[config.mk]
export PLATFORM = sky130hd
export DESIGN_NAME = sound_peak_direction_tracker_top
export DESIGN_NICKNAME = d
export VERILOG_FILES = /design/src/design/spdt_pkg.sv /design/src/design/spdt_cell.sv /design/src/design/spdt_chain.sv /design/src/design/sound_peak_direction_tracker_top.sv
export VERILOG_INCLUDE_DIRS = /design/src /design/src/design
export SDC_FILE = /design/constraint.sdc
export NUM_CORES = 1
export LEC_CHECK = 0
export BUFFER_PORTS_ARGS = -buffer_cell sky130_fd_sc_hd__clkbuf_2
export CORE_ASPECT_RATIO = 0.6
export CORE_MARGIN = 2
export CORE_UTILIZATION = 61
export DETAILED_ROUTE_END_ITERATION = 8
export PLACE_DENSITY = 0.78
export SLEW_MARGIN = 0
export SYNTH_ARGS = -nofsm -noshare
export SYNTH_HDL_FRONTEND = slang
export SYNTH_SLANG_ARGS = --single-unit
[constraint.sdc]
create_clock -name aclk -period 6.2 [get_ports aclk]
set_input_delay 1.24 -clock aclk [delete_from_list [all_inputs] [get_ports aclk]]
set_output_delay 1.24 -clock aclk [all_outputs]
set_load 0.005 [all_outputs]
[src/design/assert_macros.svh]
// assertion macros shared by the tracker rtl
// no dependencies; included by the files that carry assertions
`ifndef ASSERT_MACROS_SVH
`define ASSERT_MACROS_SVH

`ifndef SYNTHESIS
// property must hold at every clock edge outside reset
`define ASSERT_CLK(label, clk, rst_n, prop) \
    label: assert property (@(posedge clk) disable iff (!rst_n) prop) \
        else $error("assertion failed");
// condition must never be true outside reset
`define ASSERT_NEVER(label, clk, rst_n, cond) \
    label: assert property (@(posedge clk) disable iff (!rst_n) !(cond)) \
        else $error("forbidden condition seen");
`else
`define ASSERT_CLK(label, clk, rst_n, prop)
`define ASSERT_NEVER(label, clk, rst_n, cond)
`endif

`endif

[src/design/spdt_pkg.sv]
// shared types and constants of the sound peak direction tracker
// no dependencies; imported by every module of the block
package spdt_pkg;

    // history row size
    localparam int HISTORY_DEPTH = 10;
    localparam int IDX_W         = $clog2(HISTORY_DEPTH);
    localparam int HLEN_W        = 4;
    localparam int CMP_W         = (HLEN_W > IDX_W + 1) ? HLEN_W + 1 : IDX_W + 2;

    // field widths
    localparam int DIR_W   = 4;
    localparam int LEVEL_W = 23;
    localparam int POS_W   = 16;
    localparam int COLOR_W = 2;

    // direction codes
    localparam logic [DIR_W-1:0] DIR_SILENT    = 4'd13;
    localparam logic [DIR_W-1:0] DIR_LIMIT     = 4'd12;
    localparam logic [DIR_W-1:0] DIR_WRAP      = 4'd11;
    localparam logic [DIR_W-1:0] DIR_MAX_SECT  = 4'd10;
    localparam logic [DIR_W-1:0] DIR_GROUP_0   = 4'd0;
    localparam logic [DIR_W-1:0] DIR_GROUP_1   = 4'd4;
    localparam logic [DIR_W-1:0] DIR_GROUP_2   = 4'd8;
    localparam logic [DIR_W-1:0] DIR_ODD_ADD   = 4'd2;
    localparam logic [DIR_W-1:0] DIST_ADJ      = 4'd2;
    localparam logic [DIR_W-1:0] DIST_WRAP     = 4'd10;

    // lit colors
    localparam logic [COLOR_W-1:0] COLOR_OFF  = 2'd0;
    localparam logic [COLOR_W-1:0] COLOR_BLUE = 2'd1;
    localparam logic [COLOR_W-1:0] COLOR_RED  = 2'd2;

    // register map
    localparam int REG_IDX_W = 3;
    localparam int PADDR_W   = REG_IDX_W + 2;
    localparam logic [REG_IDX_W-1:0] REG_FRAME_LEN   = 3'd0;
    localparam logic [REG_IDX_W-1:0] REG_HISTORY_LEN = 3'd1;
    localparam logic [REG_IDX_W-1:0] REG_SILENCE_THR = 3'd2;
    localparam logic [REG_IDX_W-1:0] REG_LEVEL_EN    = 3'd3;
    localparam logic [REG_IDX_W-1:0] REG_LOUD_LEVEL  = 3'd4;

    // register reset values
    localparam logic [POS_W-1:0]   FRAME_LEN_RST   = 16'd1500;
    localparam logic [HLEN_W-1:0]  HISTORY_LEN_RST = 4'd2;
    localparam logic [LEVEL_W-1:0] SILENCE_THR_RST = 23'd30000;
    localparam logic [LEVEL_W-1:0] LOUD_LEVEL_RST  = 23'd200000;

    // sequencer states
    typedef enum logic [1:0] {
        S_IDLE,
        S_DIR,
        S_SCAN,
        S_EMIT
    } state_t;

    // running summary of distinct history values, passed cell to cell
    typedef struct packed {
        logic             started;
        logic             many;
        logic             kinds2;
        logic [DIR_W-1:0] seen0;
        logic [DIR_W-1:0] seen1;
    } hist_sum_t;

endpackage

[src/design/spdt_cell.sv]
// one history cell: holds one direction entry and folds it into the summary
// depends on spdt_pkg
module spdt_cell (
    input  logic                     aclk,
    input  logic                     aresetn,
    input  logic                     shift,
    input  logic                     take_new,
    input  logic                     take_next,
    input  logic [spdt_pkg::DIR_W-1:0] new_dir,
    input  logic [spdt_pkg::DIR_W-1:0] next_dir,
    input  spdt_pkg::hist_sum_t      sum_in,
    output logic [spdt_pkg::DIR_W-1:0] value,
    output spdt_pkg::hist_sum_t      sum_out
);
    import spdt_pkg::*;

    logic [DIR_W-1:0] value_reg, value_next;
    hist_sum_t        sum_reg, sum_next;

    // entry update on a history shift
    always_comb begin
        value_next = value_reg;
        if (shift) begin
            if (take_new) begin
                value_next = new_dir;
            end else if (take_next) begin
                value_next = next_dir;
            end
        end
    end

    // fold own entry into the incoming summary
    always_comb begin
        sum_next = sum_in;
        if (!sum_in.started) begin
            sum_next.started = 1'b1;
            sum_next.many    = 1'b0;
            sum_next.kinds2  = 1'b0;
            sum_next.seen0   = value_reg;
            sum_next.seen1   = '0;
        end else if (sum_in.many) begin
            sum_next = sum_in;
        end else if (value_reg == sum_in.seen0
                     || (sum_in.kinds2 && value_reg == sum_in.seen1)) begin
            sum_next = sum_in;
        end else if (sum_in.kinds2) begin
            sum_next.many = 1'b1;
        end else begin
            sum_next.kinds2 = 1'b1;
            sum_next.seen1  = value_reg;
        end
    end

    always_ff @(posedge aclk) begin
        if (!aresetn) begin
            value_reg <= DIR_SILENT;
            sum_reg   <= '0;
        end else begin
            value_reg <= value_next;
            sum_reg   <= sum_next;
        end
    end

    assign value   = value_reg;
    assign sum_out = sum_reg;

endmodule

[src/design/spdt_chain.sv]
// row of history cells and the stable direction pick at the active end
// depends on spdt_pkg, spdt_cell and assert_macros.svh
`include "assert_macros.svh"

module spdt_chain (
    input  logic                       aclk,
    input  logic                       aresetn,
    input  logic                       shift,
    input  logic [spdt_pkg::IDX_W-1:0] last_idx,
    input  logic [spdt_pkg::DIR_W-1:0] new_dir,
    input  logic [spdt_pkg::DIR_W-1:0] last_stable,
    output logic [spdt_pkg::DIR_W-1:0] stable_dir
);
    import spdt_pkg::*;

    logic [DIR_W-1:0] value_w [HISTORY_DEPTH];
    hist_sum_t        sum_w   [HISTORY_DEPTH];
    hist_sum_t        sum_sel;
    logic [DIR_W-1:0] diff;
    logic [DIR_W-1:0] low_val;

    // cells: entry i takes entry i+1 below the active end, the new direction at it
    for (genvar i = 0; i < HISTORY_DEPTH; i++) begin : g_cell
        logic [DIR_W-1:0] nxt;
        hist_sum_t        sin;
        logic             take_new_c;
        logic             take_next_c;

        if (i == HISTORY_DEPTH - 1) begin : g_end
            assign nxt = new_dir;
        end else begin : g_mid
            assign nxt = value_w[i+1];
        end

        if (i == 0) begin : g_first
            assign sin = '0;
        end else begin : g_rest
            assign sin = sum_w[i-1];
        end

        assign take_new_c  = ({1'b0, last_idx} == (IDX_W+1)'(i));
        assign take_next_c = ({1'b0, last_idx} > (IDX_W+1)'(i));

        spdt_cell u_cell (
            .aclk      (aclk),
            .aresetn   (aresetn),
            .shift     (shift),
            .take_new  (take_new_c),
            .take_next (take_next_c),
            .new_dir   (new_dir),
            .next_dir  (nxt),
            .sum_in    (sin),
            .value     (value_w[i]),
            .sum_out   (sum_w[i])
        );
    end

    // summary settled at the active end of the row
    assign sum_sel = sum_w[last_idx];
    assign diff    = (sum_sel.seen0 > sum_sel.seen1) ? sum_sel.seen0 - sum_sel.seen1
                                                     : sum_sel.seen1 - sum_sel.seen0;
    assign low_val = (sum_sel.seen0 < sum_sel.seen1) ? sum_sel.seen0 : sum_sel.seen1;

    // distinct-value rules
    always_comb begin
        stable_dir = last_stable;
        if (!sum_sel.many) begin
            if (!sum_sel.kinds2) begin
                stable_dir = sum_sel.seen0;
            end else if (diff == DIST_ADJ) begin
                stable_dir = low_val + 4'd1;
            end else if (diff == DIST_WRAP) begin
                stable_dir = DIR_WRAP;
            end
        end
    end

    `ASSERT_NEVER(a_many_needs_two, aclk, aresetn,
                  sum_sel.many && !sum_sel.kinds2)
    `ASSERT_NEVER(a_started_at_end, aclk, aresetn,
                  $past(shift, HISTORY_DEPTH + 1) && !sum_sel.started)
    `ASSERT_CLK(a_silent_reset_entry, aclk, aresetn,
                $rose(aresetn) |-> value_w[0] == DIR_SILENT)

endmodule

[src/design/sound_peak_direction_tracker_top.sv]
// Sound peak direction tracker. Each request carries one 24-bit sample (signed
// upper word plus top byte of the lower word); samples are only accepted while
// the sequencer is idle. The sample that closes a frame is followed by a
// direction state, a scan with the stability summary rippling one history cell
// per clock through the row of cells, and an output state. One result
// comes out per frame. Configuration is an APB-style port, one 32-bit register
// per word address: frame_len, history_len, silence_threshold, color_enable,
// loud_level. Results may wait in the output register while new samples flow.
// depends on spdt_pkg, spdt_chain and assert_macros.svh
`include "assert_macros.svh"

module sound_peak_direction_tracker_top (
    input  logic                         aclk,
    input  logic                         aresetn,
    // sample channel
    input  logic                         s_valid,
    output logic                         s_ready,
    input  logic signed [15:0]           s_sample_high,
    input  logic [15:0]                  s_sample_low,
    // result channel
    output logic                         m_valid,
    input  logic                         m_ready,
    output logic [spdt_pkg::DIR_W-1:0]   m_stable_dir,
    output logic [spdt_pkg::DIR_W-1:0]   m_coarse_dir,
    output logic [spdt_pkg::LEVEL_W-1:0] m_peak_level,
    output logic [spdt_pkg::POS_W-1:0]   m_peak_position,
    output logic [spdt_pkg::COLOR_W-1:0] m_lit_color,
    // configuration
    input  logic                         psel,
    input  logic                         penable,
    input  logic                         pwrite,
    input  logic [spdt_pkg::PADDR_W-1:0] paddr,
    input  logic [31:0]                  pwdata,
    output logic [31:0]                  prdata,
    output logic                         pready
);
    import spdt_pkg::*;

    localparam int SCAN_W = $clog2(HISTORY_DEPTH);

    // configuration registers
    logic [POS_W-1:0]   frame_len_reg;
    logic [HLEN_W-1:0]  history_len_reg;
    logic [LEVEL_W-1:0] silence_thr_reg;
    logic               level_en_reg;
    logic [LEVEL_W-1:0] loud_level_reg;
    logic [REG_IDX_W-1:0] reg_idx;
    logic               cfg_wr;

    // frame state
    state_t             state_reg, state_next;
    logic [SCAN_W-1:0]  cnt_reg, cnt_next;
    logic [POS_W-1:0]   word_pos_reg, word_pos_next;
    logic [LEVEL_W-1:0] peak_reg, peak_next;
    logic [POS_W-1:0]   offset_reg, offset_next;
    logic [DIR_W-1:0]   dir_reg, dir_next;
    logic [DIR_W-1:0]   last_stable_reg, last_stable_next;

    // output register
    logic               m_valid_reg, m_valid_next;
    logic [DIR_W-1:0]   m_stable_reg, m_stable_next;
    logic [DIR_W-1:0]   m_coarse_reg, m_coarse_next;
    logic [LEVEL_W-1:0] m_level_reg, m_level_next;
    logic [POS_W-1:0]   m_pos_reg, m_pos_next;
    logic [COLOR_W-1:0] m_color_reg, m_color_next;

    logic [23:0]        sample;
    logic               accept;
    logic               frame_end;
    logic               shift;
    logic [17:0]        off3;
    logic [DIR_W-1:0]   dir_calc;
    logic [IDX_W-1:0]   last_idx;
    logic [DIR_W-1:0]   stable_dir;

    // register port
    assign pready  = 1'b1;
    assign reg_idx = paddr[PADDR_W-1:2];
    assign cfg_wr  = psel && penable && pwrite && pready;

    always_ff @(posedge aclk) begin
        if (!aresetn) begin
            frame_len_reg   <= FRAME_LEN_RST;
            history_len_reg <= HISTORY_LEN_RST;
            silence_thr_reg <= SILENCE_THR_RST;
            level_en_reg    <= 1'b0;
            loud_level_reg  <= LOUD_LEVEL_RST;
        end else if (cfg_wr) begin
            case (reg_idx)
                REG_FRAME_LEN:   frame_len_reg   <= pwdata[POS_W-1:0];
                REG_HISTORY_LEN: history_len_reg <= pwdata[HLEN_W-1:0];
                REG_SILENCE_THR: silence_thr_reg <= pwdata[LEVEL_W-1:0];
                REG_LEVEL_EN:    level_en_reg    <= pwdata[0];
                REG_LOUD_LEVEL:  loud_level_reg  <= pwdata[LEVEL_W-1:0];
                default: ;
            endcase
        end
    end

    // register readback
    always_comb begin
        case (reg_idx)
            REG_FRAME_LEN:   prdata = {16'd0, frame_len_reg};
            REG_HISTORY_LEN: prdata = {28'd0, history_len_reg};
            REG_SILENCE_THR: prdata = {9'd0, silence_thr_reg};
            REG_LEVEL_EN:    prdata = {31'd0, level_en_reg};
            REG_LOUD_LEVEL:  prdata = {9'd0, loud_level_reg};
            default:         prdata = 32'd0;
        endcase
    end

    // sample assembly and frame end test
    assign sample    = {s_sample_high, s_sample_low[15:8]};
    assign s_ready   = (state_reg == S_IDLE);
    assign accept    = s_valid && s_ready;
    assign frame_end = ({1'b0, word_pos_reg} + 17'd2) >= {1'b0, frame_len_reg};

    // coarse direction: offset < len/3 iff 3*offset+3 <= len, same for 2*len/3
    assign off3 = ({2'b0, offset_reg} << 1) + {2'b0, offset_reg} + 18'd3;

    always_comb begin
        if (peak_reg < silence_thr_reg) begin
            dir_calc = DIR_SILENT;
        end else begin
            if (off3 <= {2'b0, frame_len_reg}) begin
                dir_calc = DIR_GROUP_0;
            end else if (off3 <= {1'b0, frame_len_reg, 1'b0}) begin
                dir_calc = DIR_GROUP_1;
            end else begin
                dir_calc = DIR_GROUP_2;
            end
            if (offset_reg[1:0] != 2'd0) begin
                dir_calc = dir_calc + DIR_ODD_ADD;
            end
        end
    end

    // active end of the history row
    always_comb begin
        if (history_len_reg == '0) begin
            last_idx = '0;
        end else if (CMP_W'(history_len_reg) > CMP_W'(HISTORY_DEPTH)) begin
            last_idx = IDX_W'(HISTORY_DEPTH - 1);
        end else begin
            last_idx = IDX_W'(history_len_reg - 4'd1);
        end
    end

    spdt_chain u_chain (
        .aclk        (aclk),
        .aresetn     (aresetn),
        .shift       (shift),
        .last_idx    (last_idx),
        .new_dir     (dir_calc),
        .last_stable (last_stable_reg),
        .stable_dir  (stable_dir)
    );

    // sequencer and frame tracking
    always_comb begin
        state_next       = state_reg;
        cnt_next         = cnt_reg;
        word_pos_next    = word_pos_reg;
        peak_next        = peak_reg;
        offset_next      = offset_reg;
        dir_next         = dir_reg;
        last_stable_next = last_stable_reg;
        shift            = 1'b0;
        m_valid_next     = m_valid_reg && !m_ready;
        m_stable_next    = m_stable_reg;
        m_coarse_next    = m_coarse_reg;
        m_level_next     = m_level_reg;
        m_pos_next       = m_pos_reg;
        m_color_next     = m_color_reg;
        case (state_reg)
            S_IDLE: begin
                if (accept) begin
                    if (!sample[23] && sample[LEVEL_W-1:0] > peak_reg) begin
                        peak_next   = sample[LEVEL_W-1:0];
                        offset_next = word_pos_reg;
                    end
                    if (frame_end) begin
                        state_next = S_DIR;
                    end else begin
                        word_pos_next = word_pos_reg + 16'd2;
                    end
                end
            end
            S_DIR: begin
                dir_next   = dir_calc;
                shift      = 1'b1;
                cnt_next   = '0;
                state_next = S_SCAN;
            end
            S_SCAN: begin
                cnt_next = cnt_reg + 1'b1;
                if (cnt_reg == SCAN_W'(HISTORY_DEPTH - 1)) begin
                    state_next = S_EMIT;
                end
            end
            S_EMIT: begin
                if (!m_valid_reg || m_ready) begin
                    m_valid_next  = 1'b1;
                    m_stable_next = stable_dir;
                    m_coarse_next = dir_reg;
                    m_level_next  = peak_reg;
                    m_pos_next    = offset_reg;
                    if (stable_dir < DIR_LIMIT) begin
                        m_color_next = (level_en_reg && peak_reg >= loud_level_reg)
                                       ? COLOR_RED : COLOR_BLUE;
                    end else begin
                        m_color_next = COLOR_OFF;
                    end
                    last_stable_next = stable_dir;
                    peak_next        = '0;
                    word_pos_next    = '0;
                    state_next       = S_IDLE;
                end
            end
            default: state_next = S_IDLE;
        endcase
    end

    always_ff @(posedge aclk) begin
        if (!aresetn) begin
            state_reg       <= S_IDLE;
            cnt_reg         <= '0;
            word_pos_reg    <= '0;
            peak_reg        <= '0;
            offset_reg      <= '0;
            dir_reg         <= '0;
            last_stable_reg <= DIR_SILENT;
            m_valid_reg     <= 1'b0;
        end else begin
            state_reg       <= state_next;
            cnt_reg         <= cnt_next;
            word_pos_reg    <= word_pos_next;
            peak_reg        <= peak_next;
            offset_reg      <= offset_next;
            dir_reg         <= dir_next;
            last_stable_reg <= last_stable_next;
            m_valid_reg     <= m_valid_next;
        end
    end

    // result payload
    always_ff @(posedge aclk) begin
        m_stable_reg <= m_stable_next;
        m_coarse_reg <= m_coarse_next;
        m_level_reg  <= m_level_next;
        m_pos_reg    <= m_pos_next;
        m_color_reg  <= m_color_next;
    end

    assign m_valid         = m_valid_reg;
    assign m_stable_dir    = m_stable_reg;
    assign m_coarse_dir    = m_coarse_reg;
    assign m_peak_level    = m_level_reg;
    assign m_peak_position = m_pos_reg;
    assign m_lit_color     = m_color_reg;

    `ASSERT_CLK(a_color_matches_dir, aclk, aresetn,
                m_valid |-> ((m_lit_color == COLOR_OFF) == (m_stable_dir >= DIR_LIMIT)))
    `ASSERT_CLK(a_coarse_legal, aclk, aresetn,
                m_valid |-> (m_coarse_dir == DIR_SILENT
                             || (!m_coarse_dir[0] && m_coarse_dir <= DIR_MAX_SECT)))
    `ASSERT_NEVER(a_word_pos_even, aclk, aresetn, word_pos_reg[0])
    `ASSERT_CLK(a_emit_frees_frame, aclk, aresetn,
                (state_reg == S_EMIT && state_next == S_IDLE) |=> m_valid && peak_reg == '0)

endmodule
==> results of run 1 <==
==> cells in the final DEF, fill, tap and decap left out, types with 6 or more instances in the layout <==
cell / synthesis / final
and3_1: 16 / 16
nor2b_1: 78 / 78
nor4_1: 12 / 12
clkbuf_16: 0 / 32
clkbuf_2: 0 / 128
buf_4: 11 / 36
o41ai_1: 9 / 9
a21oi_1: 76 / 75
nand3b_1: 28 / 28
clkinv_2: 0 / 7
o211a_1: 7 / 7
dfxtp_1: 270 / 268
o22ai_1: 11 / 10
o221ai_1: 21 / 21
clkbuf_8: 0 / 6
a22oi_1: 9 / 9
nor2_1: 175 / 174
a211oi_1: 20 / 19
a31oi_1: 8 / 8
nand2b_1: 41 / 41
or3_1: 9 / 9
o211ai_1: 46 / 46
inv_1: 114 / 113
mux2i_1: 128 / 128
nand4_1: 22 / 22
conb_1: 2 / 11
xnor2_1: 28 / 28
edfxtp_1: 48 / 48
ha_1: 162 / 162
nand2_1: 232 / 231
and2_1: 20 / 19
o21a_1: 15 / 15
nor3b_1: 8 / 8
a221o_1: 8 / 8
a21boi_0: 73 / 72
nand3_1: 44 / 44
o21ai_0: 73 / 73
a21o_1: 25 / 25
xor2_1: 66 / 66
nor3_1: 22 / 21
==> report_power, final <==
part           internal, mW  switching (mW)  leakage [nW]
sequential             2.14          0.0676          2.61
combinational         0.212           0.325          5.88
clock                  1.06           0.860         0.500
total                  3.40            1.25          8.99
==> through the flow <==
stage / std cells / power (mW) / area (sq um) / hold slack (ns)
floorplan: 2135 / 2.573 / 18770 / 0.4029
global placement: 2587 / 2.739 / 19700 / 0.4278
detailed placement: 2587 / 2.755 / 19700 / 0.4199
CTS: 2643 / 4.638 / 20710 / 0.4466
global route: 2647 / 4.790 / 20760 / 0.4601
finish: 2647 / 4.657 / 20760 / 0.4390
==> kinds of logic (layout without fill, tap and decap cells) <==
logic type | after synthesis | in the layout | synth area share (%)
buffers and inverters | 232 | 336 | 4.962
DFF | 318 | 318 | 36.54
muxes | 130 | 130 | 6.958
xor gates and xnor gates | 94 | 94 | 4.394
and+or+nand+nor | 727 | 727 | 19.00
other | 2 | 11 | 0.04008
adders and majority gates | 164 | 164 | 11.03
AOI/OAI and AO/OA | 459 | 459 | 17.08
==> worst max path at each step <==
stage                           endpoint  cells after the start
after global routing      m_lit_color[1]                     20
final                     m_lit_color[1]                     17
after CTS                 m_lit_color[1]                     20
after global placement    m_lit_color[1]                     20
after floorplan           m_lit_color[1]                     20
after detailed placement  m_lit_color[1]                     20
==> synthesized netlist by cell type, types with 25 or more instances <==
master | instances | area (sq um)
a21boi_0 | 73 | 548.0
a21o_1 | 25 | 187.7
a21oi_1 | 76 | 380.4
clkbuf_1 | 86 | 322.8
dfxtp_1 | 270 | 5405
edfxtp_1 | 48 | 1441
ha_1 | 162 | 2027
inv_1 | 114 | 427.9
mux2i_1 | 128 | 1281
nand2_1 | 232 | 870.8
nand2b_1 | 41 | 256.5
nand3_1 | 44 | 220.2
nand3b_1 | 28 | 210.2
nor2_1 | 175 | 656.9
nor2b_1 | 78 | 488.0
o211ai_1 | 46 | 345.3
o21ai_0 | 73 | 365.4
xnor2_1 | 28 | 245.2
xor2_1 | 66 | 578.1
==> per-layer routing <==
layer / vias up / share of wire [%] / wire (um) / GRT usage [%]
met1: 7883 / 48 / 27770 / 56.26
met5: - / 0 / 0 / 0
met3: 86 / 13 / 7501 / 11.33
li1: 7670 / - / - / -
met2: 842 / 37 / 21410 / 45.53
met4: 0 / 1.9 / 1081 / 6.723
==> repair_timing <==
item | 4_1_cts | 5_1_grt
endpoints found under the setup margin | 0 | 4
gates resized for setup | 0 | 8
hold buffers | 0 | 0
setup buffers | 0 | 4
==> critical path: stages, from the launching register on <==
cell	delay (ns)
dfxtp_1	0.31
inv_1	0.21
ha_1	0.29
nor2_1	0.11
mux2i_1	0.48
nand3_1	0.44
a221o_1	0.40
o221a_2	0.34
ha_1	0.26
fa_1	0.41
a21o_1	0.17
a221oi_1	0.27
o211a_1	0.27
o311ai_0	0.32
or4b_4	0.63
or4b_1	0.56
nand2_1	0.13
a21oi_1	0.08
==> cell type report <==
| type | count | area (sq um) |
|---|---|---|
| Fill cell | 2383 | 9338 |
| Clock buffer | 43 | 902.1 |
| Inverter | 115 | 431.7 |
| Timing Repair Buffer | 165 | 922.1 |
| Tap cell | 408 | 510.5 |
| Sequential cell | 318 | 6849 |
| Clock inverter | 13 | 113.9 |
| Multi-Input combinational cell | 1585 | 11040 |
==> run summary, run 1 <==
Final setup fails: 0
Final WS setup: 0.1931 ns
DP HPWL: 43.42 mm
Antenna violations before repair: 0
Row cnt: 49
Post-Route WL: 57.77 mm
Total GRT Usage: 35.39%
R2R cell count: 17
DRC violations left: 0
Final hold viol count: 0
1st-iter DRT viols: 1950
Pin count of the biggest net entering global routing: 100
CP Capture Type: register
Antenna viol nets, final: 0
Critical path type: reg2reg
First-pass iteration count of the detailed router: 6
Final Util: 68.98%
Largest register FFs: 95
Clk slew on worst S/H paths: 0.07 ns
Setup Skew: 0.02755 ns
Die width: 230.3 um
R2r setup slk: 0.19 ns
Hold Crit Class: reg2reg
LEAKAGE: 8.991 nW
H-Tree Depth: 1
Origin of the critical flop-to-flop path: history_len_reg[0]
Worst vdd ir: 0.2564 mV
Area growth, synth to finish: 10.82%
EDFF count, synth: 48
Post-synthesis cell area: 18740 sq um
Synth Register Bits: 318
Vias per inst: 6.226
Total of max-cap violations: 0
GPL Wtd Cong: 1.022
IO Count: 160
Hold-critical path endpoint: m_coarse_dir[1]
# clock sinks: 318
Startpoint Class: register
RSZ-0062 raised after global routing: no
WP data required: 6.49 ns
Synth async-reset ratio: 0%
Worst Path Max Fanout: 8
Vias in the first global route: 15260
Share of layout cells above drive strength 1: 11.08%
Avg Cell Area, Syn: 8.813 sq um
R2R Path End: m_lit_color[1]
Register area share after synthesis: 36.54%
Dpl ws: 0.1034 ns
Unique masters post-synth: 81
Full die area: 32180 sq um
Mapped Cells: 2126
Core Region: 30100 sq um
Slew @ Worst Pin: 1.120 ns
Critical hold path startpoint: dir_reg[1]
Num CTS Buffers: 30
Post-layout min period: 6.007 ns
Clock root buffer master: clkbuf_16
Final Cycle Share: 96.89%
Status: finished, final reports clean
Total grt overflow: 0
Synth Flop Type: dfxtp_1
Layout Nets: 2455
Setup crit start: history_len_reg[0]
Worst-case clock buffer depth: 3
Yosys warnings: 0
CTS tree: built
Total Neg Setup Slack: 0 ns
Number of antenna diodes: 0
First-pass GRT wire length: 88.71 mm
Initial core utilization: 62.24%
Cell depth of the worst min-delay path: 0
Clk Latency, worst-skew pair: 0.61 ns
Fmax: 166.5 MHz
Critical Path AT: 6.29 ns
Die height: 139.8 um
Max-slew headroom: 25.34%
Average wire per standard cell: 21.82 um
Max Transition Viols Final: 0
Port Buffer Count: 129
Via count: 16480
P per Cell Area: 224.3 nW/um^2
Note: power is estimated with default switching activity, not from simulation.
==> inputs of run 2 (changes only) <==
- CORE_MARGIN: 2 -> unset
==> run 2 against run 1 <==
Net effect:
- largest power group unchanged
- die area down 2.3%
- cell count unchanged
- clock-buffer cell count down 4
- sequential power about the same
- non-clock buffer count down 2
- combinational power down 0.9%
- clock power about the same
==> run summary, run 2 (synthesis gave the netlist of run 1 again) <==
Clk Latency, worst-skew pair: 0.60 ns
Total grt overflow: 0
Die height: 137.8 um
Final WS setup: 0.3213 ns
Critical Path AT: 6.17 ns
Hold-fix buffers, CTS: 0
Commonest non-fill, non-tap cell in the layout: dfxtp_1
H-Tree Depth: 1
Slew @ Worst Pin: 1.092 ns
CP max stage cell: or4b_4
Number of antenna diodes: 0
1st-iter DRT viols: 1690
Startpoint Class: register
Pwr Total: 4.626 mW
Total GRT Usage: 36.52%
# clock sinks: 318
Antenna violations before repair: 0
Clk slew on worst S/H paths: 0.07 ns
Post-route cell area: 20730 sq um
Post-Route WL: 58.34 mm
Final Cycle Share: 94.82%
Cell family with the largest share of critical-path delay: simple AND/OR/NAND/NOR gates
Num CTS Buffers: 31
Vias per inst: 6.202
Core Region: 30100 sq um
Die width: 228.3 um
Critical path type: reg2reg
Hold Crit Class: reg2reg
Total of max-cap violations: 0
R2R cell count: 19
Antenna viol nets, final: 0
Total Neg Setup Slack: 0 ns
Pin count of the biggest net entering global routing: 104
CTS tree: built
Full die area: 31440 sq um
DP HPWL: 44.47 mm
GPL Wtd Cong: 0.9783
Most frequent cells in the layout: dfxtp_1, nand2_1, nor2_1, ha_1, clkbuf_2
Post-layout min period: 5.879 ns
First-pass iteration count of the detailed router: 6
Status: finished, final reports clean
First-pass GRT wire length: 88.16 mm
Via count: 16420
Cell depth of the worst min-delay path: 0
Final setup fails: 0
WP data required: 6.49 ns
Worst Path Max Fanout: 8
Vias in the first global route: 15070
Average wire per standard cell: 22.04 um
IO Count: 160
Worst vdd ir: 0.2395 mV
Layout Nets: 2454
Setup Skew: 0.02689 ns
Largest register FFs: 95
FILL cells: 2441
LEAKAGE: 8.973 nW
RSZ-0062 raised after global routing: no
Fmax: 170.1 MHz
P per Cell Area: 223.2 nW/um^2
Port Buffer Count: 129
Max-slew headroom: 26.26%
Buf/Inv on CP: 2
Max Transition Viols Final: 0
Final Util: 68.86%
CP Capture Type: register
CP Cell Sequence: inv_1 -> ha_1 -> or3b_4 -> o21a_1 -> nand2_1 -> a221o_1 -> o221a_2 -> inv_1 -> ha_1 -> fa_1 -> nand3b_1 -> a21boi_2 -> mux2i_1 -> o211a_1 -> o311ai_0 -> or4b_4 -> or4b_1 -> nand2_1 -> a21oi_1
Row cnt: 49
Area growth, synth to finish: 10.62%
DP Area: 19710 sq um
Worst path max stage delay: 0.58 ns
Worst-case clock buffer depth: 3
Final hold viol count: 0
DRC violations left: 0
Share of layout cells above drive strength 1: 10.90%
Clock root buffer master: clkbuf_16
Initial core utilization: 62.24%
Dpl ws: 0.06299 ns
Number of cells on the critical path: 19
[run 2: changes by cell type in the layout (fill, tap and decap cells not counted), sizes merged]
cell,previous run,this run
clkinv,10,14
clkbuf,171,167
inv,115,117
clkinvlp,2,1
bufinv,1,2
buf,37,35
[run 2: area by class of cell]
class	count	area [sq um]	share of cell area [%]
clock buffer	39	825.8	3.984
clock inverter	19	157.7	0.7606
sequential	318	6848	33.04
multi-input combinational	1585	11050	53.30
inverter	115	431.7	2.083
timing repair buffer	163	907.1	4.376
tap	408	510.5	2.463
[run 2: through the flow]
stage                     cells  hold WS [ns]
after CTS                  2647        0.4505
after floorplan            2135        0.4029
after global placement     2589        0.4124
final                      2647        0.4518
after detailed placement   2589        0.4206
after global routing       2647        0.4567
[run 2: repair_timing]
action,CTS,global route
setup endpoints to repair,0,4
setup buffers,0,0
resized for setup,0,8
[run 2: layer usage]
metal / vias up / global-route usage, % / routed length [um]
met3: 86 / 13.53 / 8182
li1: 7656 / - / -
met2: 852 / 47.00 / 21130
met4: 0 / 6.301 / 850
met5: - / 0 / 0
met1: 7823 / 56.43 / 28180
[run 2: final timing paths]
| path | from | to | slack [ns] |
|---|---|---|---|
| hold / removal | dir_reg[1] | m_coarse_dir[1] | 0.45 |
| setup / recovery | history_len_reg[0] | m_lit_color[1] | 0.32 |
| hold reg to reg | dir_reg[1] | m_coarse_dir[1] | 0.45 |
| setup reg to reg | history_len_reg[0] | m_lit_color[1] | 0.32 |
[run 2: power by group]
part / total, mW / switching (mW) / leakage [nW] / internal (mW)
clock network: 1.89 / 0.859 / 0.490 / 1.03
registers: 2.21 / 0.0712 / 2.61 / 2.14
logic: 0.532 / 0.323 / 5.87 / 0.209
total: 4.63 / 1.25 / 8.97 / 3.37
[run 2: worst reg2reg max path: stages (launching register included)]
cell      delay, ns
dfxtp_1        0.32
inv_1          0.25
ha_1           0.29
or3b_4         0.43
o21a_1         0.25
nand2_1        0.20
a221o_1        0.24
o221a_2        0.33
inv_1          0.09
ha_1           0.24
fa_1           0.41
nand3b_1       0.24
a21boi_2       0.27
mux2i_1        0.22
o211a_1        0.21
o311ai_0       0.21
or4b_4         0.58
or4b_1         0.56
nand2_1        0.15
a21oi_1        0.08
==> inputs of run 3 (changes only) <==
- CORE_ASPECT_RATIO: 0.6 -> unset
- GPL_ROUTABILITY_DRIVEN: unset -> 0
==> run 3 against run 2 <==
Net effect:
- global-route usage down 3.8 points
- sequential cell count unchanged
- power up 4.1%
- utilization up 0.46 points
- sequential share of layout area down 0.054 points
- setup slack better by 0.020 ns
- first-iteration DRC count down 8.3%
- clock-buffer cell count up 7
- sequential power about the same
- clock skew down 0.011 ns
- routed wire length down 12%
==> run summary, run 3 (synthesis gave the netlist of run 1 again) <==
Status: finished, final reports clean
DP Area: 19580 sq um
First-pass iteration count of the detailed router: 6
Via count: 16170
Vias per inst: 6.167
Cell depth of the worst min-delay path: 0
DRC violations left: 0
Final Cycle Share: 94.49%
DP HPWL: 37.36 mm
Max-slew headroom: 21.89%
Antenna violations before repair: 1
First-pass GRT wire length: 81.33 mm
Startpoint Class: register
Vias in the first global route: 15530
Die width: 177.3 um
Port Buffer Count: 129
# clock sinks: 318
IO Count: 160
Clk slew on worst S/H paths: 0.06 ns
Share of layout cells above drive strength 1: 10.58%
CTS tree: built
Post-route cell area: 20760 sq um
Post-layout min period: 5.859 ns
Antenna viol nets, final: 0
Initial core utilization: 62.55%
Cell family with the largest share of critical-path delay: compound AO/OA/AOI/OAI gates
LEAKAGE: 8.992 nW
Critical hold path startpoint: dir_reg[1]
Most frequent cells in the layout: dfxtp_1, nand2_1, nor2_1, ha_1
Slew @ Worst Pin: 1.172 ns
Row cnt: 63
Setup Skew: 0.01601 ns
Clk Latency, worst-skew pair: 0.53 ns
Dpl ws: 0.1682 ns
Origin of the critical flop-to-flop path: history_len_reg[1]
Total of max-cap violations: 0
Pwr Total: 4.817 mW
Full die area: 31420 sq um
H-Tree Depth: 2
CP Cell Sequence: inv_1 -> ha_1 -> nor2b_1 -> o2bb2ai_1 -> a211oi_1 -> a221o_1 -> o221a_2 -> inv_1 -> ha_1 -> fa_1 -> nand3b_1 -> a21boi_2 -> mux2i_1 -> o211a_1 -> o311ai_0 -> or4b_4 -> or4b_1 -> nand2_1 -> a21oi_1
Total GRT Usage: 32.74%
Core Region: 29950 sq um
Clock root buffer master: clkbuf_16
Layout Nets: 2445
P per Cell Area: 232.0 nW/um^2
Largest register FFs: 95
Setup Buffers After CTS: 0
Hold Crit Class: reg2reg
Area growth, synth to finish: 10.80%
Worst vdd ir: 0.2357 mV
Pin count of the biggest net entering global routing: 83
CP Capture Type: register
Critical Path AT: 6.09 ns
Final WS setup: 0.3415 ns
Fmax: 170.7 MHz
Average wire per standard cell: 19.54 um
Commonest non-fill, non-tap cell in the layout: dfxtp_1
Hold-critical path endpoint: m_coarse_dir[1]
Final setup fails: 0
Critical path type: reg2reg
R2r setup slk: 0.34 ns
Num CTS Buffers: 36
WP data required: 6.43 ns
Die height: 177.3 um
R2R cell count: 19
Final hold viol count: 0
Total grt overflow: 0
Buf/Inv on CP: 2
1st-iter DRT viols: 1549
CP max stage cell: or4b_4
Worst-case clock buffer depth: 3
Worst path max stage delay: 0.57 ns
Post-Route WL: 51.22 mm
Setup crit start: history_len_reg[1]
R2R Path End: m_lit_color[1]
Max Transition Viols Final: 0
Cell Count, Final, Fillers Out: 2622
Placed Cells: 2557
Final Util: 69.31%
Worst Path Max Fanout: 7
[run 3: how the worst max path moves through the flow]
stage,to,slack (ns),cells after the start
after CTS,m_lit_color[1],0.15,18
final,m_lit_color[1],0.34,19
after detailed placement,m_lit_color[1],0.17,18
after global routing,m_lit_color[1],-0.004,19
after global placement,m_lit_color[1],0.47,18
after floorplan,m_lit_color[1],0.88,20
[run 3: cell type report]
class	instances	area, sq um
Fill cell	2403	9193
Clock buffer	46	1020
Clock inverter	18	142.6
Sequential cell	318	6848
Multi-Input combinational cell	1585	11030
Antenna cell	1	2.502
Timing Repair Buffer	149	802.0
Inverter	115	431.7
Tap cell	390	488.0
[run 3: stage by stage]
stage	TNS, ns	hold WS [ns]
after global placement	0	0.4162
after floorplan	0	0.4029
after CTS	0	0.4336
after global routing	-0.004008	0.4590
final	0	0.4330
after detailed placement	0	0.4159
[run 3: what timing repair did]
| action | in CTS | in global routing |
|---|---|---|
| endpoints found under the setup margin | 0 | 4 |
| resized for setup | 0 | 6 |
| hold buffers | 0 | 0 |
[run 3: worst register-to-register path: cells and delay by family (launching register included)]
kind | cells | cell delay [ns]
AO/OA/AOI/OAI | 8 | 2.00
adder cells (fa/ha/maj) | 3 | 0.91
buffers and inverters | 2 | 0.22
flip-flops | 1 | 0.49
multiplexers | 1 | 0.25
AND/OR/NAND/NOR | 5 | 1.70
[run 3: power by group]
part	total [mW]	switching (mW)	leakage (nW)	internal, mW
sequential	2.21	0.0692	2.61	2.14
combinational	0.504	0.299	5.79	0.206
clock	2.11	0.862	0.585	1.24
[run 3: per-layer routing]
layer  GRT usage (%)  up-vias  part of all wire (%)
met1           41.88     7631                    42
met3           5.262      191                   8.0
li1                -     7651                     -
met2           52.73      698                    45
met5               0        -                     0
met4           17.81        0                   5.7
